==> config.mk <==
export PLATFORM = sky130hd
export DESIGN_NAME = fci_pipe
export DESIGN_NICKNAME = d
export VERILOG_FILES = /design/src/fci_pkg.sv /design/src/fci_pipe.sv
export VERILOG_INCLUDE_DIRS = /design/src /design/src/src
export SDC_FILE = /design/constraint.sdc
export NUM_CORES = 1
export LEC_CHECK = 0
export BUFFER_PORTS_ARGS = -buffer_cell sky130_fd_sc_hd__buf_2
export CORE_MARGIN = 2
export CORE_UTILIZATION = 30
export CTS_BUF_LIST = sky130_fd_sc_hd__clkbuf_8 sky130_fd_sc_hd__clkbuf_16
export CTS_CLUSTER_SIZE = 16
export DETAILED_ROUTE_END_ITERATION = 10
export SYNTH_ARGS = -nofsm -noshare
export SYNTH_HDL_FRONTEND = slang
export SYNTH_SLANG_ARGS = --single-unit
==> constraint.sdc <==
create_clock -name clk -period 8.81 [get_ports clk]
set_input_delay 2.643 -clock clk [delete_from_list [all_inputs] [get_ports clk]]
set_output_delay 2.643 -clock clk [all_outputs]
set_load 0.1 [all_outputs]
==> src/flash_command_interface_core_assert.svh <==
// Assertion macros for the flash command interface core.
// Both sample on clk and are off while arst_n is low.
`ifndef FLASH_COMMAND_INTERFACE_CORE_ASSERT_SVH
`define FLASH_COMMAND_INTERFACE_CORE_ASSERT_SVH

// Same-cycle implication.
`define FCI_ASSERT_NOW(lbl, ante, cons, msg) \
	lbl: assert property (@(posedge clk) disable iff (!arst_n) (ante) |-> (cons)) \
		else $error(msg);

// Next-cycle implication.
`define FCI_ASSERT_NEXT(lbl, ante, cons, msg) \
	lbl: assert property (@(posedge clk) disable iff (!arst_n) (ante) |=> (cons)) \
		else $error(msg);

`endif

==> src/fci_pkg.sv <==
package fci_pkg;

	localparam int ARRAY_BYTES  = 16384;
	localparam int BLOCK_BYTES  = 1024;
	localparam int BUFFER_BYTES = 32;

	localparam int ADDR_W  = $clog2(ARRAY_BYTES);
	localparam int REM_W   = $clog2(BLOCK_BYTES + 1);
	localparam int FILL_W  = $clog2(BUFFER_BYTES + 1);
	localparam int BUF_IW  = (BUFFER_BYTES > 1) ? $clog2(BUFFER_BYTES) : 1;

	localparam int OP_W       = 2;
	localparam int FIELD_AW   = 14;
	localparam int DATA_W     = 8;
	localparam int S_TDATA_W  = 24;
	localparam int M_TDATA_W  = 16;
	localparam int CFG_IDX_W  = 2;

	typedef struct packed {
		logic              from_ram;
		logic [7:0]        rd_val;
		logic              ready;
		logic              we;
		logic              erase;
		logic [7:0]        mask;
		logic [ADDR_W-1:0] addr;
	} item_t;

endpackage

==> src/fci_pipe.sv <==
`include "flash_command_interface_core_assert.svh"

module fci_pipe (
	input  logic                             clk,
	input  logic                             arst_n,
	input  logic                             s_tvalid,
	output logic                             s_tready,
	output logic                             take,
	input  fci_pkg::item_t                   item,
	output logic                             m_tvalid,
	input  logic                             m_tready,
	output logic [fci_pkg::M_TDATA_W-1:0]    m_tdata,
	output logic                             ram_re,
	output logic [fci_pkg::ADDR_W-1:0]       ram_raddr,
	output logic                             ram_we,
	output logic [fci_pkg::ADDR_W-1:0]       ram_waddr,
	output logic [7:0]                       ram_wdata,
	input  logic [7:0]                       ram_rdata
);

	localparam logic [fci_pkg::ADDR_W-1:0] ADDR_LAST =
		fci_pkg::ADDR_W'(fci_pkg::ARRAY_BYTES - 1);

	logic                         clr_busy_q;
	logic [fci_pkg::ADDR_W-1:0]   clr_addr_q;
	logic                         valid_s1;
	fci_pkg::item_t               item_s1;
	logic                         fwd_q;
	logic [7:0]                   fwd_data_q;
	logic                         out_valid_q;
	logic [7:0]                   out_rd_q;
	logic                         out_ready_q;

	logic                         adv_s1;
	logic                         s1_we;
	logic                         fwd_hit;
	logic [7:0]                   merged;
	logic [7:0]                   s1_wdata;

	assign adv_s1   = valid_s1 && (!out_valid_q || m_tready);
	assign s_tready = !clr_busy_q && (!valid_s1 || adv_s1);
	assign take     = s_tvalid && s_tready;

	assign merged   = fwd_q ? fwd_data_q : ram_rdata;
	assign s1_wdata = item_s1.erase ? 8'hFF : (merged & item_s1.mask);
	assign s1_we    = adv_s1 && item_s1.we;
	assign fwd_hit  = s1_we && (item_s1.addr == item.addr);

	assign ram_re    = take;
	assign ram_raddr = item.addr;
	assign ram_we    = clr_busy_q || s1_we;
	assign ram_waddr = clr_busy_q ? clr_addr_q : item_s1.addr;
	assign ram_wdata = clr_busy_q ? 8'hFF : s1_wdata;

	always_ff @(posedge clk or negedge arst_n) begin
		if (!arst_n) begin
			clr_busy_q <= 1'b1;
			clr_addr_q <= '0;
		end else if (clr_busy_q) begin
			clr_addr_q <= clr_addr_q + 1'b1;
			if (clr_addr_q == ADDR_LAST) begin
				clr_busy_q <= 1'b0;
			end
		end
	end

	always_ff @(posedge clk or negedge arst_n) begin
		if (!arst_n) begin
			valid_s1    <= 1'b0;
			out_valid_q <= 1'b0;
		end else begin
			if (take) begin
				valid_s1 <= 1'b1;
			end else if (adv_s1) begin
				valid_s1 <= 1'b0;
			end
			if (adv_s1) begin
				out_valid_q <= 1'b1;
			end else if (m_tready) begin
				out_valid_q <= 1'b0;
			end
		end
	end

	always_ff @(posedge clk) begin
		if (take) begin
			item_s1    <= item;
			fwd_q      <= fwd_hit;
			fwd_data_q <= s1_wdata;
		end
		if (adv_s1) begin
			out_rd_q    <= item_s1.from_ram ? merged : item_s1.rd_val;
			out_ready_q <= item_s1.ready;
		end
	end

	assign m_tvalid = out_valid_q;
	assign m_tdata  = {7'd0, out_ready_q, out_rd_q};

	`FCI_ASSERT_NOW(a_clr_no_item, clr_busy_q, !valid_s1 && !take, "beat taken during array clear")
	`FCI_ASSERT_NOW(a_s1_drains, take && valid_s1, adv_s1, "stage 1 overwritten while stalled")
	`FCI_ASSERT_NEXT(a_fwd_set, take && fwd_hit, fwd_q, "write to read address not forwarded")
	`FCI_ASSERT_NEXT(a_s1_hold, valid_s1 && !adv_s1, valid_s1 && $stable(item_s1), "stage 1 moved")

endmodule

### Yosys cells after proc, flatten, opt, wreduce, memory -nomap -nowiden

Index checks and enable logic that the tools add are counted.

| storage, ports and cells | value |
|---|---|
| bits in registers | 69 |
| word-level logic and storage cells | 43 |

| cells by class | value |
|---|---|
| add/subtract/negate cells | 1 |
| eq/ne operators | 2 |
| multiplexer cells | 11 |
| bitwise gates (word level) | 1 |
| reductions and logical operators | 13 |

Operators with widths:

| kind | number |
|---|---|
| 8-bit two-way mux | 4 |
| 14-bit by 1-bit adder with 14-bit output (second input constant) | 1 |
| 14-bit equality test | 1 |
| 14-bit equality test (second input constant) | 1 |
| 14-bit two-way mux | 1 |
| 8-bit bitwise AND | 1 |
| 1-bit two-way mux | 6 |
| 1-bit logical AND | 5 |
| 2-bit nonzero test | 2 |
| 1-bit zero test | 3 |
| 1-bit logical OR | 3 |

### Depth between registers and ports, before layout

Gate-level depths: netlist of run 1.

| depth | value |
|---|---|
| depth after elaboration | 7 |
| depth in mapped cells | 5 |
| mapped depth without buffers | 5 |

### Worst setup path after synthesis of run 1

OpenSTA, ideal clock, no wires.

| timing path | value |
|---|---|
| path kind | input to output |
| start point | input port m_tready |
| end point | output port take |
| arrival time | 6992 ps |
| required time | 6167 ps |
| slack | -825 ps |
| stages | 3 |
| path through | nor2b_1 -> a21oi_1 -> buf_4 |

| between the ends | value |
|---|---|
| cells in the longest elaborated chain, start to end | 5 |

RTL lines:

| item | line | source |
|---|---|---|
| from (decl) | fci_pipe.sv:11 | `input logic m_tready,` |
| 1-bit logical OR | fci_pipe.sv:40 | `assign adv_s1 = valid_s1 && (!out_valid_q \|\| m_tready);` |
| 1-bit logical AND | fci_pipe.sv:40 |  |
| 1-bit logical OR | fci_pipe.sv:41 | `assign s_tready = !clr_busy_q && (!valid_s1 \|\| adv_s1);` |
| 1-bit logical AND | fci_pipe.sv:41 |  |
| 1-bit logical AND | fci_pipe.sv:42 | `assign take = s_tvalid && s_tready;` |
| to (decl) | fci_pipe.sv:8 | `output logic take,` |

Every way passes these cells.

### Worst setup path in the final report of run 1

| timing path | value |
|---|---|
| start point | input port m_tready |
| end point | output port ram_we |

| between the ends | value |
|---|---|
| cells in the longest elaborated chain, start to end | 4 |

RTL lines:

| item | line | source |
|---|---|---|
| 1-bit logical OR | fci_pipe.sv:40 |  |
| 1-bit logical AND | fci_pipe.sv:40 |  |
| named net adv_s1 | fci_pipe.sv:34 | `logic adv_s1;` |
| 1-bit logical AND | fci_pipe.sv:46 | `assign s1_we = adv_s1 && item_s1.we;` |
| 1-bit logical OR | fci_pipe.sv:51 | `assign ram_we = clr_busy_q \|\| s1_we;` |
| to (decl) | fci_pipe.sv:15 | `output logic ram_we,` |

The timed path passes the listed nets, and every way through them passes these cells.

==> results.toml, run 1 <==
[routing]
dr.first_iter.drc_count = 74
vias_per_cell = 4.260
antenna_left = 0
wl_per_cell_microns = 14.90
wl_microns = 6528
dr.pass1.iters = 4
drc = 0
vias = 1866

[place]
dp_hpwl_microns = 4812
numPortBuffers = 95
gp_congestion = 0.7355

[floorplanning]
die_x_microns = 107.0
die_area_sq_mm = 0.01145
core_sq_mm = 0.01032
ios = 103
die_y_microns = 107.0
initial_core_util_pct = 30.82
row_count = 37

[timing]
fin_crit_ns = 6.571
finalSetupViolCount = 0
hold_violations = 0
max_freq_ghz = 0.1522
max_slew_margin_pct = 52.91
rsz0062_at_grt = "no"
final.setup.tns_ns = 0
skew_ns = 0.009836
tightestPinTransition_ns = 0.7064
slew_viol_final = 0
fin_crit_sh_pct = 74.58

[pwr]
power_density_mw_per_mm2 = 227.1
leakagePower_uw = 0.001661
ir_drop_v = 0.00008478
finalPower_uw = 888.2

[cells_and_area]
final_nets = 344
diodes = 0
n_fill_cell = 992
area_growth_pct = 22.93
drive_above_1_share_pct = 50.00

[global_routing]
overflow = 0
grt_pass1_vias = 1893
grt_start_max_net_pins = 34
antenna_found_initial = 0
grt_pass1_wl_microns = 10090
grt_util_all_layers_pct = 12.04

[yosys]
synth_xor_xnor_area_share_pct = 7.432
yosys.area_share.simple_pct = 8.337
synthAdderAreaFrac_pct = 0.3932
synth_cells = 213
synth-seq-cells = 69
synth_compound_area_share_pct = 2.949
synth.cell_area_sq_mm = 0.003182
yosysWarnings = 0
yosysSeqAreaShare_pct = 62.49
syn_avg_cell_area_sq_um = 14.94
synthMuxAreaShare_pct = 11.56
synth_top_family_by_area = "multiplexers"
synth_cell_types = 34

[cts]
postCtsSetupBuffers = 0
ctsResizeCount = 0
cts.sinks = 69
clk_path_buf_depth = 2
cts_tree = "built"
insertion_delay_ns = 0.35
cts_buffers = 9
clk_pin_slew_ns = 0.07
htreeDepth = 3
clock-root-buffer = "clkbuf_8"
cts.hold.buffers_added = 0

[critical_path]
cp_data_required_time_ns = 6.17
startpoint_type = "input port"
reg2reg_to = "item_s1[4]"
r2r_cells = 3
rrSetupSlack_ns = 6.72
endpoint = "ram_we"
crit_buf_inv = 2
critPathMaxStageDelay_ns = 0.48
path_max_fanout = 11
r2r-start = "clr_busy_q"
cp-startpoint = "m_tready"
crit_family = "simple AND/OR/NAND/NOR gates"
path_common_cell = "buf_2"
endpoint_kind = "output pin"
crit_type = "in2out"
cp_cell_sequence = "buf_2 > nand2b_1 > and2_1 > a21o_1 > buf_2"
cp_num_cells = 5
cp.arrival_ns = 3.93
cpMaxStageDelayCell = "and2_1"

[run]
maxCapViolations = 0

[outcome]
status = "finished, final reports clean"

[hold_path]
min_path_type = "reg2reg"
min_path_cells = 0
min-delay-start = "item_s1[24]"
==> power breakdown <==
group	internal (uW)	total [uW]	switching (uW)
Clock	189	313	124
Sequential	372	381	8.91
Combinational	37.3	194	157
==> layout make-up <==
cell class	instances	area (sq um)	area share, %
Sequential cell	69	1988	50.83
Multi-Input combinational cell	119	1013	25.91
Timing Repair Buffer	97	490.5	12.54
Tap cell	136	170.2	4.351
Clock buffer	9	123.9	3.167
Clock inverter	7	121.4	3.103
Inverter	1	3.754	0.09597
==> synthesized netlist by cell type <==
master    instances  area share, %
a21o_1            9            2.1
a21oi_1           2           0.31
and2_1            1           0.20
and3_1            1           0.20
and4_4            1           0.35
buf_2             3           0.47
buf_4            23            5.4
buf_6             1           0.35
clkbuf_1          3           0.35
conb_1            1           0.12
dfrtp_1          16             13
dfstp_2           1           0.83
edfxtp_1         52             49
ha_1              1           0.39
inv_1             1           0.12
mux2_2           22            7.8
mux2_4            8            3.8
nand2_1           8           0.94
nand2_2           1           0.20
nand2b_1          4           0.79
nand3_1           3           0.47
nand3_2           1           0.31
nand4_1           6            1.2
nand4_4           1           0.67
nor2_1            2           0.24
nor2b_1           1           0.20
nor3_2            1           0.31
nor3_4            1           0.51
nor4_1            1           0.20
o21ai_0           1           0.16
o41a_1            1           0.35
or2_1             8            1.6
xnor2_1          22            6.1
xor2_1            5            1.4
==> state kept, by name, indices dropped and copies added, names as in the netlist <==
register / flops
clr_addr_q: 14
valid_s1: 1
clr_busy_q: 1
out_ready_q: 1
item_s1: 34
fwd_q: 1
fwd_data_q: 8
m_tvalid: 1
out_rd_q: 8
==> through the flow <==
step | setup WS, ns | util [%] | hold slack (ns) | area (sq um) | std cells
after floorplan | 0.8963 | - | 0.4003 | 3208 | 219
after global placement | 2.229 | 35.51 | 0.4074 | 3666 | 422
after detailed placement | 2.242 | 35.51 | 0.4045 | 3666 | 422
after CTS | 2.234 | 37.89 | 0.4228 | 3911 | 438
after global routing | 2.163 | 37.89 | 0.4347 | 3911 | 438
final | 2.239 | 37.89 | 0.4228 | 3911 | 438
==> layout by cell type (no fill, tap or decap), types with 2 or more instances in the layout <==
cell type   n
a21o_1      9
buf_2      95
buf_4       2
bufinv_16   3
clkbuf_8    9
clkinv_4    2
conb_1      7
dfrtp_1    16
edfxtp_1   52
mux2_2     22
mux2_4      8
nand2_1     8
nand2b_1    4
nand3_1     3
nand4_1     6
nor2_1      2
or2_1       8
xnor2_1    22
xor2_1      5
==> cells by family (layout without fill, tap and decap cells) <==
kind of cell | Yosys count | in the layout
AO/OA/AOI/OAI | 13 | 13
XOR/XNOR | 27 | 27
adder cells (fa/ha/maj) | 1 | 1
buffers and inverters | 31 | 114
flip-flops | 69 | 69
multiplexers | 30 | 30
other | 1 | 7
AND/OR/NAND/NOR | 41 | 41
==> routing by layer <==
metal	wire length [microns]	GRT usage, %	up-vias
met4	78	4.453	0
met2	3000	18.61	83
li1	-	-	899
met3	476	3.891	7
met1	2973	15.82	877
met5	0	0	-
==> worst min path at each step <==
| stage | end | slack [ns] |
|---|---|---|
| 2_1_floorplan | out_ready_q | 0.40 |
| 3_3_place_gp | out_ready_q | 0.41 |
| 3_5_place_dp | out_ready_q | 0.40 |
| 4_1_cts | out_ready_q | 0.42 |
| 5_1_grt | out_ready_q | 0.43 |
| 6_report | out_ready_q | 0.42 |
Note: power is estimated with default switching activity, not from simulation.
==> run 2: changes to the inputs <==
- clock period: 8.81 -> 6.9 ns (I/O delays scaled with it)
==> run 2 against run 1 <==
Effect of this change: total power up 24%; global-route usage decreased by 0.17 points; first-iteration DRC count shrank 5.4%; non-clock buffer count unchanged; wire length grew 0.37%; sequential power is 28% higher; setup slack worse by 0.76 ns; clock power is 16% higher; combinational power grew 27%; register-to-register slack got worse by 2.0 ns; sequential cell count did not move.
==> results.toml, run 2 (synthesis results as in run 1) <==
[cells_and_area]
final_nets = 344
final_design_area_no_fill_sq_mm = 0.003886
drive_above_1_share_pct = 49.67
diodes = 0
final_cell_mix = "buf_2, edfxtp_1, mux2_2, xnor2_1, dfrtp_1"
largest_register = "item_s1"
instances_no_fill = 438
area_growth_pct = 22.14
post-route-util_pct = 37.64
largestRegisters = "item_s1: 34 flops, clr_addr_q: 14 flops"
final_common_cell = "buf_2"
largest_reg_flops = 34

[global_routing]
met3_usage_pct = 4.620
grt_util_all_layers_pct = 11.87
overflow = 0
met1_usage_pct = 15.66
top_usage_layer = "met2"
antenna_found_initial = 0
grt_pass1_vias = 1900
grt_start_max_net_pins = 34
use_met2_pct = 18.06
grt_pass1_wl_microns = 10120

[cts]
htreeDepth = 3
cts.sinks = 69
cts_buffers = 9
clk_pin_slew_ns = 0.07
cts_tree = "built"
clk_path_buf_depth = 2
postCtsSetupBuffers = 0
clock-root-buffer = "clkbuf_8"
cts.hold.buffers_added = 0
insertion_delay_ns = 0.34
ctsResizeCount = 0

[place]
gp_congestion = 0.7349
dp_cells = 422
dp_hpwl_microns = 4843
numPortBuffers = 95
dpl_cell_area_sq_mm = 0.003666

[routing]
wl_microns = 6552
dr.pass1.iters = 4
drc = 0
vias = 1895
antenna_left = 0
dr.first_iter.drc_count = 70
wl_per_cell_microns = 14.96
vias_per_cell = 4.326

[timing]
max_slew_margin_pct = 50.44
fin_crit_sh_pct = 78.53
skew_ns = 0.007859
final.setup.tns_ns = 0
tightestPinTransition_ns = 0.7434
slew_viol_final = 0
hold_violations = 0
rsz0062_at_grt = "no"
max_freq_ghz = 0.1845
fin_crit_ns = 5.419
fin_hold_ws_ns = 0.4268
finalSetupViolCount = 0

[critical_path]
endpoint_kind = "output pin"
startpoint_type = "input port"
path_max_fanout = 11
crit_type = "in2out"
cp_data_required_time_ns = 4.83
cp.arrival_ns = 3.35

[floorplanning]
die_y_microns = 107.0
initial_core_util_pct = 30.82
core_sq_mm = 0.01032
row_count = 37
ios = 103
die_area_sq_mm = 0.01145
die_x_microns = 107.0

[run]
maxCapViolations = 0

[pwr]
ir_drop_v = 0.00009845
power_density_mw_per_mm2 = 282.4
leakagePower_uw = 0.001641

[outcome]
status = "finished, final reports clean"

[hold_path]
min_path_type = "reg2reg"
[run 2: cell count changes in the layout (fill, tap and decap cells not counted), sizes merged]
cell	previous run	this run
inv	2	3
clkinvlp	0	2
clkinv	3	1
bufinv	3	2
[run 2: final timing paths]
path | cells past startpoint | slack [ns] | end | start
worst max-delay path | 5 | 1.48 | ram_we | m_tready
worst max register to register | 3 | 4.77 | item_s1[4] | clr_busy_q
min in group asynchronous | 1 | 1.65 | clr_addr_q[12] | arst_n
worst min register to register | 0 | 0.43 | out_ready_q | item_s1[24]
max in group asynchronous | 1 | 4.93 | clr_busy_q | arst_n
worst min-delay path | 0 | 0.43 | out_ready_q | item_s1[24]
[run 2: stage by stage]
step	worst slack [ns]	power, uW
after floorplan	0.1323	707.4
after global placement	1.467	743.9
after detailed placement	1.449	744.7
after CTS	1.442	1118
after global routing	1.363	1142
final	1.481	1098
[run 2: final cells by class]
class	instances	area [sq um]
Timing Repair Buffer	97	490.5
Multi-Input combinational cell	119	1013
Sequential cell	69	1988
Tap cell	136	170.2
Clock buffer	9	123.9
Fill cell	1000	6437
Clock inverter	7	96.34
Inverter	1	3.754
[run 2: worst max-delay path, cell delays in order]
cell,delay (ns)
buf_2,0.08
nand2b_1,0.11
and2_1,0.45
a21o_1,0.20
buf_2,0.43
[run 2: where the power goes]
group	internal (uW)	switching, uW
logic	47.5	200
registers	475	11.3
clock network	205	159
total	727	370
[run 2: layer usage]
metal	wire, microns	vias to the layer above
met3	503	7
met1	2979	908
met5	0	-
met2	2991	79
li1	-	901
met4	77	0
