File: config.mk
export PLATFORM = sky130hd
export DESIGN_NAME = fci_ctrl
export DESIGN_NICKNAME = d
export VERILOG_FILES = /design/src/flash_command_interface_core_assert.svh /design/src/fci_pkg.sv /design/src/fci_ctrl.sv
export SDC_FILE = /design/constraint.sdc
export NUM_CORES = 1
export LEC_CHECK = 0
export ABC_AREA = 1
export BUFFER_PORTS_ARGS = -buffer_cell sky130_fd_sc_hd__clkbuf_2
export CAP_MARGIN = 30
export CORE_ASPECT_RATIO = 1.4
export CORE_MARGIN = 5
export CORE_UTILIZATION = 50
export DETAILED_ROUTE_END_ITERATION = 10
export GPL_TIMING_DRIVEN = 0
export HOLD_SLACK_MARGIN = 0.03
export PLACE_DENSITY = 0.74
export SLEW_MARGIN = 20
export SYNTH_ARGS = -nofsm -noshare
export SYNTH_HDL_FRONTEND = slang
export SYNTH_SLANG_ARGS = --single-unit
File: constraint.sdc
create_clock -name clk -period 6.1 [get_ports clk]
set_input_delay 0.61 -clock clk [delete_from_list [all_inputs] [get_ports clk]]
set_output_delay 0.61 -clock clk [all_outputs]
set_load 0.005 [all_outputs]
File: src/flash_command_interface_core_assert.svh
// Assertion macros for the flash command interface core.
// Both sample on clk and are off while arst_n is low.
`ifndef FLASH_COMMAND_INTERFACE_CORE_ASSERT_SVH
`define FLASH_COMMAND_INTERFACE_CORE_ASSERT_SVH

// Same-cycle implication.
`define FCI_ASSERT_NOW(lbl, ante, cons, msg) \
	lbl: assert property (@(posedge clk) disable iff (!arst_n) (ante) |-> (cons)) \
		else $error(msg);

// Next-cycle implication.
`define FCI_ASSERT_NEXT(lbl, ante, cons, msg) \
	lbl: assert property (@(posedge clk) disable iff (!arst_n) (ante) |=> (cons)) \
		else $error(msg);

`endif

File: src/fci_pkg.sv
package fci_pkg;

	localparam int ARRAY_BYTES  = 16384;
	localparam int BLOCK_BYTES  = 1024;
	localparam int BUFFER_BYTES = 32;

	localparam int ADDR_W  = $clog2(ARRAY_BYTES);
	localparam int REM_W   = $clog2(BLOCK_BYTES + 1);
	localparam int FILL_W  = $clog2(BUFFER_BYTES + 1);
	localparam int BUF_IW  = (BUFFER_BYTES > 1) ? $clog2(BUFFER_BYTES) : 1;

	localparam int OP_W       = 2;
	localparam int FIELD_AW   = 14;
	localparam int DATA_W     = 8;
	localparam int S_TDATA_W  = 24;
	localparam int M_TDATA_W  = 16;
	localparam int CFG_IDX_W  = 2;

	typedef struct packed {
		logic              from_ram;
		logic [7:0]        rd_val;
		logic              ready;
		logic              we;
		logic              erase;
		logic [7:0]        mask;
		logic [ADDR_W-1:0] addr;
	} item_t;

endpackage

File: src/fci_ctrl.sv
module fci_ctrl (
	input  logic                                clk,
	input  logic                                arst_n,
	input  logic                                take,
	input  logic [fci_pkg::OP_W-1:0]            op,
	input  logic [fci_pkg::ADDR_W-1:0]          addr,
	input  logic [fci_pkg::DATA_W-1:0]          data,
	input  logic                                cfg_write,
	input  logic [fci_pkg::CFG_IDX_W-1:0]       cfg_index,
	input  logic [7:0]                          cfg_data,
	output fci_pkg::item_t                      item
);

	localparam logic [1:0] OP_READ  = 2'd0;
	localparam logic [1:0] OP_WRITE = 2'd1;
	localparam logic [1:0] OP_TICK  = 2'd2;

	localparam logic [2:0] MODE_ARRAY       = 3'd0;
	localparam logic [2:0] MODE_IDENT       = 3'd1;
	localparam logic [2:0] MODE_STATUS      = 3'd2;
	localparam logic [2:0] MODE_ERASE_SETUP = 3'd3;
	localparam logic [2:0] MODE_PROG_SETUP  = 3'd4;
	localparam logic [2:0] MODE_BUF_COUNT   = 3'd5;
	localparam logic [2:0] MODE_BUF_DATA    = 3'd6;
	localparam logic [2:0] MODE_BUF_CONFIRM = 3'd7;

	localparam logic [1:0] BUSY_IDLE    = 2'd0;
	localparam logic [1:0] BUSY_PROGRAM = 2'd1;
	localparam logic [1:0] BUSY_ERASE   = 2'd2;
	localparam logic [1:0] BUSY_BUFFER  = 2'd3;

	localparam logic [7:0] CMD_READ_ARRAY = 8'hFF;
	localparam logic [7:0] CMD_IDENT      = 8'h90;
	localparam logic [7:0] CMD_STATUS     = 8'h70;
	localparam logic [7:0] CMD_CLEAR      = 8'h50;
	localparam logic [7:0] CMD_ERASE      = 8'h20;
	localparam logic [7:0] CMD_PROGRAM    = 8'h40;
	localparam logic [7:0] CMD_BUFFER     = 8'hE8;
	localparam logic [7:0] CMD_CONFIRM    = 8'hD0;

	localparam logic [1:0] CFG_VENDOR = 2'd0;
	localparam logic [1:0] CFG_DEVICE = 2'd1;
	localparam logic [1:0] CFG_TICKS  = 2'd2;

	localparam logic [7:0] ID_VENDOR_ADDR = 8'd0;
	localparam logic [7:0] ID_DEVICE_ADDR = 8'd2;

	localparam logic [fci_pkg::FILL_W-1:0] BUF_FULL = fci_pkg::FILL_W'(fci_pkg::BUFFER_BYTES);
	localparam logic [fci_pkg::ADDR_W-1:0] BLOCK_MASK =
		fci_pkg::ADDR_W'(fci_pkg::BLOCK_BYTES - 1);
	localparam logic [fci_pkg::ADDR_W-1:0] ADDR_LAST =
		fci_pkg::ADDR_W'(fci_pkg::ARRAY_BYTES - 1);

	logic [2:0]                   mode_q, mode_d;
	logic [1:0]                   err_q, err_d;
	logic [1:0]                   busy_q, busy_d;
	logic [7:0]                   tick_q, tick_d;
	logic [fci_pkg::ADDR_W-1:0]   waddr_q, waddr_d;
	logic [fci_pkg::REM_W-1:0]    rem_q, rem_d, rem_m;
	logic [fci_pkg::FILL_W-1:0]   fill_q, fill_d, fill_inc;
	logic [fci_pkg::FILL_W-1:0]   len_q, len_d;
	logic [7:0]                   buf_q [fci_pkg::BUFFER_BYTES];
	logic [7:0]                   vendor_q, device_q, pticks_q;

	logic                         buf_wr;
	logic [fci_pkg::BUF_IW-1:0]   buf_idx;
	logic                         idle;
	logic                         adv;
	logic [7:0]                   status;
	logic [7:0]                   need;
	logic [7:0]                   tc;

	assign idle     = (busy_q == BUSY_IDLE);
	assign status   = {idle, 1'b0, err_q, 4'b0000};
	assign need     = (pticks_q == 8'd0) ? 8'd1 : pticks_q;
	assign tc       = tick_q + 8'd1;
	assign rem_m    = (rem_q != '0) ? rem_q - 1'b1 : rem_q;
	assign fill_inc = fill_q + 1'b1;

	always_comb begin
		mode_d  = mode_q;
		err_d   = err_q;
		busy_d  = busy_q;
		tick_d  = tick_q;
		waddr_d = waddr_q;
		rem_d   = rem_q;
		fill_d  = fill_q;
		len_d   = len_q;
		buf_wr  = 1'b0;
		buf_idx = fill_q[fci_pkg::BUF_IW-1:0];
		adv     = 1'b0;

		item.from_ram = 1'b0;
		item.rd_val   = 8'd0;
		item.we       = 1'b0;
		item.erase    = 1'b0;
		item.mask     = buf_q[fill_q[fci_pkg::BUF_IW-1:0]];
		item.addr     = addr;

		case (op)
			OP_READ: begin
				if (!idle) begin
					item.rd_val = status;
				end else begin
					case (mode_q)
						MODE_ARRAY: item.from_ram = 1'b1;
						MODE_IDENT: begin
							if (addr == fci_pkg::ADDR_W'(ID_VENDOR_ADDR)) begin
								item.rd_val = vendor_q;
							end else if (addr == fci_pkg::ADDR_W'(ID_DEVICE_ADDR)) begin
								item.rd_val = device_q;
							end
						end
						default: item.rd_val = status;
					endcase
				end
			end
			OP_WRITE: begin
				if (idle) begin
					case (mode_q)
						MODE_ERASE_SETUP: begin
							if (data == CMD_CONFIRM) begin
								busy_d  = BUSY_ERASE;
								waddr_d = addr & ~BLOCK_MASK;
								rem_d   = fci_pkg::REM_W'(fci_pkg::BLOCK_BYTES);
							end else begin
								err_d = 2'b11;
							end
							mode_d = MODE_STATUS;
						end
						MODE_PROG_SETUP: begin
							buf_wr  = 1'b1;
							buf_idx = '0;
							fill_d  = '0;
							len_d   = fci_pkg::FILL_W'(1);
							waddr_d = addr;
							rem_d   = fci_pkg::REM_W'(1);
							tick_d  = 8'd0;
							busy_d  = BUSY_PROGRAM;
							mode_d  = MODE_STATUS;
						end
						MODE_BUF_COUNT: begin
							if ({1'b0, data} >= 9'(fci_pkg::BUFFER_BYTES)) begin
								len_d = BUF_FULL;
							end else begin
								len_d = fci_pkg::FILL_W'(data) + 1'b1;
							end
							fill_d = '0;
							mode_d = MODE_BUF_DATA;
						end
						MODE_BUF_DATA: begin
							buf_wr = (fill_q < BUF_FULL);
							fill_d = fill_inc;
							if (fill_inc >= len_q) begin
								mode_d = MODE_BUF_CONFIRM;
							end
						end
						MODE_BUF_CONFIRM: begin
							if (data == CMD_CONFIRM) begin
								busy_d = BUSY_BUFFER;
								rem_d  = fci_pkg::REM_W'(len_q);
								fill_d = '0;
								tick_d = 8'd0;
							end else begin
								err_d = 2'b11;
							end
							mode_d = MODE_STATUS;
						end
						default: begin
							case (data)
								CMD_READ_ARRAY: mode_d = MODE_ARRAY;
								CMD_IDENT:      mode_d = MODE_IDENT;
								CMD_STATUS:     mode_d = MODE_STATUS;
								CMD_CLEAR:      err_d  = 2'b00;
								CMD_ERASE:      mode_d = MODE_ERASE_SETUP;
								CMD_PROGRAM:    mode_d = MODE_PROG_SETUP;
								CMD_BUFFER: begin
									waddr_d = addr;
									mode_d  = MODE_BUF_COUNT;
								end
								default: ;
							endcase
						end
					endcase
				end
			end
			OP_TICK: begin
				item.addr = waddr_q;
				if (!idle) begin
					if (busy_q == BUSY_ERASE) begin
						item.we    = 1'b1;
						item.erase = 1'b1;
						adv        = 1'b1;
					end else if (tc < need) begin
						tick_d = tc;
					end else begin
						tick_d  = 8'd0;
						item.we = (fill_q < BUF_FULL);
						fill_d  = fill_inc;
						adv     = 1'b1;
					end
				end
				if (adv) begin
					waddr_d = (waddr_q == ADDR_LAST) ? '0 : waddr_q + 1'b1;
					rem_d   = rem_m;
					if (rem_m == '0) begin
						busy_d = BUSY_IDLE;
					end
				end
			end
			default: ;
		endcase

		item.ready = (busy_d == BUSY_IDLE);
	end

	always_ff @(posedge clk or negedge arst_n) begin
		if (!arst_n) begin
			mode_q  <= MODE_ARRAY;
			err_q   <= 2'b00;
			busy_q  <= BUSY_IDLE;
			tick_q  <= 8'd0;
			waddr_q <= '0;
			rem_q   <= '0;
			fill_q  <= '0;
			len_q   <= '0;
		end else if (take) begin
			mode_q  <= mode_d;
			err_q   <= err_d;
			busy_q  <= busy_d;
			tick_q  <= tick_d;
			waddr_q <= waddr_d;
			rem_q   <= rem_d;
			fill_q  <= fill_d;
			len_q   <= len_d;
		end
	end

	always_ff @(posedge clk) begin
		if (take && buf_wr) begin
			buf_q[buf_idx] <= data;
		end
	end

	always_ff @(posedge clk or negedge arst_n) begin
		if (!arst_n) begin
			vendor_q <= 8'd137;
			device_q <= 8'd24;
			pticks_q <= 8'd8;
		end else if (cfg_write) begin
			case (cfg_index)
				CFG_VENDOR: vendor_q <= cfg_data;
				CFG_DEVICE: device_q <= cfg_data;
				CFG_TICKS:  pticks_q <= cfg_data;
				default: ;
			endcase
		end
	end

endmodule

# Word level (Yosys, flattened, before mapping)
# Memories as Yosys holds them, arrays and structs flattened.
# Cells that the tools add are included.
[totals]
reg_bits = 76
latchBits = 0
mem_bits_rw = 256
rom_bits = 0
input_bits = 38
n_memories = 1
[memory_table]
columns = ["name", "words", "word_bits", "read_ports", "rd_ports_with_merged_regs", "write_ports", "line_no", "text"]
rows = [
  ["buf_q", 32, 8, 1, 0, 1, "fci_ctrl.sv:62", "logic [7:0] buf_q [fci_pkg::BUFFER_BYTES];"],
]
[op_classes]
n_addsub = 5
n_mul = 0
div_mod_pow = 0
magnitude_cmp = 4
eq_ne = 35
shift = 0
n_mux = 69
bitwise = 1
n_reduce_logical = 29
[op_table]
columns = ["op", "count"]
rows = [
  ["14-bit 2-to-1 mux", 6],
  ["8-bit 2-to-1 mux", 9],
  ["11-bit 2-to-1 mux", 5],
  ["8-bit case mux with 2 select lines", 3],
  ["14-bit case mux with 3 select lines", 1],
  ["6-bit 2-to-1 mux", 6],
  ["11-bit case mux with 3 select lines", 1],
  ["8-bit equality test (second input constant)", 4],
  ["14-bit case mux with 2 select lines", 1],
  ["8-bit by 7-bit equality test with 1-bit output (second input constant)", 3],
  ["6-bit case mux with 2 select lines", 2],
  ["11-bit case mux with 2 select lines", 1],
  ["7-bit AND reduction", 3],
  ["2-bit 2-to-1 mux", 9],
  ["3-bit case mux with 6 select lines", 1],
  ["6-bit case mux with 3 select lines", 1],
  ["2-bit inequality test (second input constant)", 8],
  ["5-bit 2-to-1 mux", 3],
  ["14-bit by 1-bit adder with 14-bit output (second input constant)", 1],
  ["14-bit equality test (second input constant)", 1],
  ["14-bit by 2-bit equality test with 1-bit output (second input constant)", 1],
  ["14-bit zero test", 1],
  ["1-bit 2-to-1 mux", 13],
  ["6-bit by 1-bit adder with 6-bit output (second input constant)", 2],
  ["other kinds (36)", 57],
]

# Longest topological paths before layout
# Gate-level depths: netlist of run 1.
[depth]
word_depth = 10
mapped_depth = 17

# Least setup slack after synthesis of run 1
# No wires, ideal clock.
[synth_timing]
path_type = "register -> output"
start = "reg tick_q[0]"
end = "out item[24] (netlist name)"
arrival_ns = 2.164
required_ns = 5.490
path_slack_ns = 3.326
path_stages_with_launch = 15
path_buffers = 0
cell_sequence = "dfrtp_1 -> ha_1 -> nand2_1 -> nor3_1 -> xnor2_1 -> inv_1 -> ha_1 -> nand2_1 -> nor2_1 -> a211oi_1 -> nand3_1 -> nand3_1 -> nand2_1 -> inv_1 -> a21oi_2"
[synth_rtl]
columns = ["element", "line_no", "text"]
rows = [
  ["start: declaration", "fci_ctrl.sv:57", "logic [7:0] tick_q, tick_d;"],
  ["start signal: assignment", "fci_ctrl.sv:231", "tick_q <= tick_d;"],
  ["end: declaration", "fci_ctrl.sv:11", "output fci_pkg::item_t item"],
]

==> results of run 1 <==
where the power goes:
group          internal [mW]  switching (mW)  leakage [nW]
clock network           1.14           0.872         0.517
logic                  0.758            1.71          2.81
registers               2.59           0.139          3.23
cell type report:
| type | count | area, µm² |
|---|---|---|
| buffer | 69 | 309.0 |
| multi-input combinational | 946 | 5076 |
| clock buffer | 38 | 887.1 |
| tap | 390 | 488.0 |
| clock inverter | 23 | 180.2 |
| sequential | 331 | 9572 |
| fill | 2562 | 13270 |
| timing repair buffer | 73 | 382.9 |
| inverter | 122 | 457.9 |
metrics by stage:
step / total power, mW / util [%]
2_1_floorplan: 4.310 / -
3_3_place_gp: 5.134 / 53.08
3_5_place_dp: 5.182 / 53.15
4_1_cts: 7.203 / 56.64
5_1_grt: 7.586 / 56.67
6_report: 7.208 / 56.67
worst max path at each step:
stage | start | to | slack, ns | cells after the start
2_1_floorplan | tick_q[0] | item[24] | 3.33 | 14
3_3_place_gp | data[0] | item[24] | 2.68 | 15
3_5_place_dp | data[0] | item[24] | 2.64 | 15
4_1_cts | fill_q[1] | item[19] | 2.11 | 10
5_1_grt | fill_q[1] | item[19] | 1.72 | 10
6_report | fill_q[1] | item[19] | 1.88 | 10
sequential cells by signal, indices dropped and copies added, names as in the netlist, 2 cells and up:
signal / count
pticks_q: 8
fill_q: 6
rem_q: 11
buf_q: 256
busy_q: 2
waddr_q: 14
tick_q: 8
mode_q: 3
len_q: 6
vendor_q: 8
device_q: 8
routing by layer:
metal	routed length (µm)	up-vias	GRT usage [%]	part of all wire, %
met3	3253	155	4.169	7.7
li1	-	5439	-	-
met5	0	-	0	0
met4	2582	0	12.69	6.1
met1	14790	5526	28.51	35
met2	21410	564	43.25	51
logic make-up (layout without fill, tap and decap cells):
logic type	after synthesis	count (layout)	share of synthesized area (%)
and+or+nand+nor	504	504	14.09
AOI/OAI and AO/OA	372	372	14.03
DFF	331	331	62.12
buffers and inverters	191	325	4.978
muxes	33	33	2.144
adders and majority gates	22	22	1.786
xor gates and xnor gates	15	15	0.8526
critical path: stages (launching register included):
cell	delay, ns
sky130_fd_sc_hd__dfrtp_1	0.46
sky130_fd_sc_hd__inv_1	0.18
sky130_fd_sc_hd__clkbuf_1	0.46
sky130_fd_sc_hd__clkbuf_1	0.60
sky130_fd_sc_hd__o21ai_0	0.19
sky130_fd_sc_hd__o22ai_1	0.24
sky130_fd_sc_hd__nor2_1	0.08
sky130_fd_sc_hd__o22ai_1	0.48
sky130_fd_sc_hd__nand2_1	0.10
sky130_fd_sc_hd__o31ai_1	0.12
sky130_fd_sc_hd__clkbuf_2	0.18
layout by cell type, fill, tap and decap left out, types with 4 or more instances in the layout:
master and n:
sky130_fd_sc_hd__dfrtp_1 69, sky130_fd_sc_hd__o22ai_1 66, sky130_fd_sc_hd__nor2_1 213, sky130_fd_sc_hd__inv_1 106, sky130_fd_sc_hd__buf_2 10, sky130_fd_sc_hd__nor4_1 7
sky130_fd_sc_hd__mux2i_1 33, sky130_fd_sc_hd__nor2_4 5, sky130_fd_sc_hd__o221ai_1 19, sky130_fd_sc_hd__o31ai_1 12, sky130_fd_sc_hd__ha_1 22, sky130_fd_sc_hd__nand3_1 38
sky130_fd_sc_hd__edfxtp_1 256, sky130_fd_sc_hd__buf_4 4, sky130_fd_sc_hd__clkbuf_1 53, sky130_fd_sc_hd__a21oi_1 36, sky130_fd_sc_hd__o21a_1 4, sky130_fd_sc_hd__inv_2 12
sky130_fd_sc_hd__a31oi_1 4, sky130_fd_sc_hd__xor2_1 12, sky130_fd_sc_hd__dfstp_2 6, sky130_fd_sc_hd__nand2_1 181, sky130_fd_sc_hd__nand4_1 15, sky130_fd_sc_hd__nor2_2 15
sky130_fd_sc_hd__clkinv_1 14, sky130_fd_sc_hd__clkbuf_2 71, sky130_fd_sc_hd__clkbuf_16 35, sky130_fd_sc_hd__o21ai_2 9, sky130_fd_sc_hd__o21ai_0 193, sky130_fd_sc_hd__nor3_1 13
sky130_fd_sc_hd__a21oi_2 10, sky130_fd_sc_hd__o21ai_1 10
==> metrics.md, run 1 <==
| Metric | Value |
|---|---|
| Setup slack of the most critical reg-to-reg path | `2.77 ns` |
| Worst slew margin | `40.92%` |
| H-tree depth reported by CTS | `2` |
| Inst Count DP | `1930` |
| Dominant cell by count in the synthesized netlist | `sky130_fd_sc_hd__edfxtp_1` |
| Path category of the worst min-delay check | `primary input to async pin` |
| Average vias per placed instance | `5.865` |
| Antenna violations before repair | `0` |
| Cell area after synthesis | `0.01541 mm²` |
| Setup repair after global routing missed its margin | `no` |
| Clock sink count | `331` |
| Starting utilization of the core area | `50.32%` |
| Startpoint of the worst-slack reg-to-reg timing path | `fill_q[0]` |
| Number of cell instances on the worst register-to-register path | `5` |
| Critical path launch point type | `flop` |
| Std-Cell Rows | `76` |
| Clock-pin slew on the worst setup and hold paths | `0.06 ns` |
| Netlist cell types | `53` |
| DIE WIDTH | `158.4 µm` |
| Maxcap violations | `0` |
| Final cell area excluding filler cells | `around 0.017 mm²` |
| Pre-CTS WS | `2.645 ns` |
| Clock period minus worst slack | `4.216 ns` |
| Post-Place Cell Area | `0.01627 mm²` |
| Worst r2r dst | `buf_q[30][7]` |
| Die height | `217.7 µm` |
| Largest cells by area after synthesis | `sky130_fd_sc_hd__edfxtp_1, sky130_fd_sc_hd__dfrtp_1, sky130_fd_sc_hd__o21ai_0, sky130_fd_sc_hd__nor2_1, sky130_fd_sc_hd__nand2_1` |
| Count of port buffers added during placement | `71` |
| Final worst slack | `1.884 ns` |
| Half-perimeter wire length after detailed placement | `29160 µm` |
| Core Area | `0.03062 mm²` |
| Worst endpoint data arrival time | `3.61 ns` |
| Last weighted congestion value of the routability-driven placer | `approximately 1` |
| Final period util | `69.11%` |
| TritonCTS clock tree | `built` |
| Post-route clock skew | `0.01857 ns` |
| Residual antenna-violating net count after detailed routing | `0` |
| Most frequent cells after synthesis | `sky130_fd_sc_hd__edfxtp_1, sky130_fd_sc_hd__nor2_1, sky130_fd_sc_hd__o21ai_0, sky130_fd_sc_hd__nand2_1, sky130_fd_sc_hd__inv_1` |
| Asr flop ratio synth | `22.66%` |
| Synth top area share | `49.89%` |
| Final hold viol count | `0` |
| Net total in the final layout | `1637` |
| Count of placed standard cells in the final layout, fillers left out | `approximately 2k` |
| Static leakage | `6.558 nW` |
| Area overhead of the layout relative to synthesis | `12.62%` |
| Power Dens Cells | `415.4 mW/mm²` |
| Number of iterations in the first detailed-routing pass | `8` |
| Cells after synthesis | `1468` |
| Total via count after detailed routing | `11.68k` |
| Maximum buffer depth of the clock tree | `3` |
| Number of enable-type register cells in the synthesized netlist | `between 200 and 300` |
| Pin count of the biggest net entering global routing | `40` |
| Slew Limit Fails | `0` |
| Synthesized net count | `1528` |
| DRC violations left | `0` |
| Critical path start-end classification | `flop to output pin` |
| Number of gates resized after CTS | `0` |
| Root cell of the clock tree | `sky130_fd_sc_hd__clkbuf_16` |
| Highest ir drop seen on vdd | `about 0.24 mV` |
| Average size of a mapped cell | `approximately 10 µm²` |
| CP required | `between 5 and 6 ns` |
| Final-layout worst hold slack | `0.1072 ns` |
| Endpoint class of the critical path | `output pin` |
| Number of synthesized register bits | `331` |
| Starting DRC count in detailed routing | `between 900 and 1k` |
| Hold-fix buffer count after cts | `0` |
| Count of warnings emitted by yosys | `0` |
| Layout cells sized above 1 | `12.92%` |
| Via count of the first global-routing pass | `11.73k` |
| DRT Wirelength | `between 40000 and 50000 µm` |
| Status | `completed` |
| Largest driver fanout on the critical path | `10` |
| Die Footprint | `approximately 0.034 mm²` |
| Inserted Clock Buffers | `34` |
| Final number of setup-violating endpoints | `0` |
| Number of primary I/O pins | `72` |
| Setup Fix Bufs, Post-CTS | `0` |
| Detailed-route wire length per cell | `21.10 µm` |
| Timing-limited maximum frequency | `0.2372 GHz` |
| Remaining global-route overflow | `0` |
| Cell type with the largest total area after synthesis | `sky130_fd_sc_hd__edfxtp_1` |
| Worst-margin pin slew | `roughly 0.89 ns` |
| Antenna diode instance count | `0` |
| Dominant register cell in the synthesized netlist | `sky130_fd_sc_hd__edfxtp_1` |
| Worst skew pair latency | `0.53 ns` |
| Setup TNS | `0 ns` |
| First-pass GRT wire length | `about 65000 µm` |
| Sequential cell area fraction in the yosys report | `between 60 and 70%` |
| GRT Resource Usage Total | `24.59%` |
Power figures use the tool's default switching activity.
==> run 2, diff against run 1 <==
--- a/config.mk
+++ b/config.mk
@@ -14,7 +14,7 @@
 export DETAILED_ROUTE_END_ITERATION = 10
 export GPL_TIMING_DRIVEN = 0
 export HOLD_SLACK_MARGIN = 0.03
-export PLACE_DENSITY = 0.74
+export PLACE_DENSITY = 0.77
 export SLEW_MARGIN = 20
 export SYNTH_ARGS = -nofsm -noshare
 export SYNTH_HDL_FRONTEND = slang
==> constraint.sdc (replaced) <==
create_clock -name clk -period 3.5 [get_ports clk]
set_input_delay 0.35 -clock clk [delete_from_list [all_inputs] [get_ports clk]]
set_output_delay 0.35 -clock clk [all_outputs]
set_load 0.005 [all_outputs]
==> metrics.md, run 2 (same netlist as run 1, synthesis figures left out) <==
| Metric | Value |
|---|---|
| Layout fillers | `2589` |
| Setup TNS | `0 ns` |
| Highest ir drop seen on vdd | `0.4973 mV` |
| Area overhead of the layout relative to synthesis | `12.83%` |
| Clock period minus worst slack | `about 3.4 ns` |
| Critical path start-end classification | `flop to output pin` |
| Worst min-delay path endpoint | `busy_q[1]` |
| Final hold viol count | `0` |
| Top library cells by usage in the layout, fill and taps aside | `sky130_fd_sc_hd__edfxtp_1, sky130_fd_sc_hd__nor2_1, sky130_fd_sc_hd__o21ai_0` |
| First-pass GRT wire length | `63440 µm` |
| Critical path launch point type | `flop` |
| Maximum buffer depth of the clock tree | `3` |
| Static leakage | `6.590 nW` |
| DRT Wirelength | `41170 µm` |
| Startpoint of the worst-slack reg-to-reg timing path | `fill_q[0]` |
| Root cell of the clock tree | `sky130_fd_sc_hd__clkbuf_16` |
| Die height | `217.7 µm` |
| Worst endpoint data arrival time | `3.10 ns` |
| Antenna violations before repair | `0` |
| Total via count after detailed routing | `11.66k` |
| Maxcap violations | `0` |
| DRC violations left | `0` |
| TritonCTS clock tree | `built` |
| Remaining global-route overflow | `0` |
| Via count of the first global-routing pass | `11.51k` |
| Clock-pin slew on the worst setup and hold paths | `approximately 0.06 ns` |
| Endpoint class of the critical path | `output pin` |
| Worst slew margin | `43.24%` |
| Inst Count DP | `1931` |
| CP required | `3.15 ns` |
| DIE WIDTH | `between 150 and 200 µm` |
| Gate power share | `34.8%` |
| Layout cells sized above 1 | `14.15%` |
| Count of port buffers added during placement | `71` |
| Inserted Clock Buffers | `34` |
| Count of placed standard cells in the final layout, fillers left out | `1994` |
| Count of cells along the worst hold path | `3` |
| Last weighted congestion value of the routability-driven placer | `about 1` |
| Post-Place Cell Area | `~0.016 mm²` |
| Setup slack of the most critical reg-to-reg path | `~0.39 ns` |
| Die Footprint | `0.03448 mm²` |
| Std-Cell Rows | `76` |
| GRT Resource Usage Total | `around a quarter` |
| Flip-flop count of the largest register after layout | `256` |
| Share of power burned in the clock network | `27.3%` |
| Register share of total power | `38.0%` |
| Leading cell type in the layout, fill and taps excluded | `sky130_fd_sc_hd__edfxtp_1` |
| Final number of setup-violating endpoints | `0` |
| Slew Limit Fails | `0` |
| Antenna diode instance count | `0` |
| Pin count of the biggest net entering global routing | `between 40 and 50` |
| Largest driver fanout on the critical path | `10` |
| Internal power | `7.771 mW` |
| Average vias per placed instance | `5.848` |
| Path category of the worst min-delay check | `primary input to flop` |
| Final-layout worst hold slack | `0.1000 ns` |
| Final period util | `a little over nine tenths` |
| Area of the multi-input gates | `0.005107 mm²` |
| Final worst slack | `around 0.054 ns` |
| Worst r2r dst | `buf_q[26][4]` |
| Top flop regs | `buf_q (256), waddr_q (14), rem_q (11)` |
| Utilization after layout | `56.78%` |
| Worst skew pair latency | `between 0.5 and 0.6 ns` |
| Register area | `0.009573 mm²` |
| Residual antenna-violating net count after detailed routing | `0` |
| Core Area | `0.03062 mm²` |
| Number of cell instances on the worst register-to-register path | `5` |
| Final cell area excluding filler cells | `between 0.015 and 0.02 mm²` |
| Net total in the final layout | `around 1.6k` |
| Power Dens Cells | `between 700 and 800 mW/mm²` |
| Half-perimeter wire length after detailed placement | `28510 µm` |
| Overall power | `12.51 mW` |
| Number of iterations in the first detailed-routing pass | `5` |
| Switching power summed over all nets | `4.736 mW` |
| Critical hold path startpoint | `take` |
| Worst-margin pin slew | `0.8514 ns` |
| Detailed-route wire length per cell | `20.65 µm` |
| Number of primary I/O pins | `72` |
| Largest register by flop count | `buf_q` |
| Status | `completed` |
| Starting utilization of the core area | `50.32%` |
| Timing-limited maximum frequency | `0.2902 GHz` |
| Starting DRC count in detailed routing | `1026` |
| Clock sink count | `331` |
| Pre-CTS WS | `around 0.23 ns` |
| H-tree depth reported by CTS | `2` |
| Switch share | `37.87%` |
| Post-route clock skew | `0.02711 ns` |
-- run 2: worst max path at each step --
stage | cells past startpoint | end | slack (ns) | from
global route | 15 | item[24] | -0.03 | tick_q[2]
global placement | 5 | buf_q[30][5] | 0.26 | fill_q[0]
floorplan | 14 | rem_q[0] | 0.97 | tick_q[0]
CTS | 10 | item[19] | 0.02 | fill_q[1]
finish | 7 | item[16] | 0.05 | fill_q[0]
detailed placement | 5 | buf_q[22][4] | 0.23 | fill_q[0]
-- run 2: cell type report --
cell class              count  area share (%)
flip-flops and latches    331           55.06
multi-input cells         946           29.38
clock buffers              43           5.146
well taps                 390           2.807
inverters                 122           2.634
repair buffers             75           2.289
plain buffers              69           1.871
clock inverters            18          0.8132
-- run 2: worst max-delay path: stages (launching register included) --
cell and delay, ns:
sky130_fd_sc_hd__dfrtp_1 0.52, sky130_fd_sc_hd__buf_2 0.25, sky130_fd_sc_hd__clkbuf_1 0.55, sky130_fd_sc_hd__o21ai_0 0.20, sky130_fd_sc_hd__o22ai_1 0.26, sky130_fd_sc_hd__a21oi_1 0.18, sky130_fd_sc_hd__o31ai_1 0.42, sky130_fd_sc_hd__clkbuf_2 0.19
-- run 2: power groups by stage --
stage	Sequential (mW)	Combinational (mW)	Clock [mW]
finish	4.75	4.35	3.41
detailed placement	4.82	4.19	0
CTS	4.74	4.23	3.44
global route	4.78	4.75	3.61
floorplan	4.75	2.76	0
global placement	4.81	4.11	0
-- run 2: layer usage --
layer / share of wire [%] / vias to the layer above / global-route usage [%]
li1: - / 5429 / -
met2: 51 / 538 / 41.71
met3: 7.0 / 136 / 3.633
met1: 36 / 5558 / 27.97
met5: 0 / - / 0
met4: 5.6 / 0 / 13.06
-- run 2: repair_timing --
action	CTS	global route
pin swaps	0	0
hold endpoints to repair	45	0
setup buffers	0	0
setup endpoints to repair	7	9
hold buffers	1	0
resized for setup	4	24
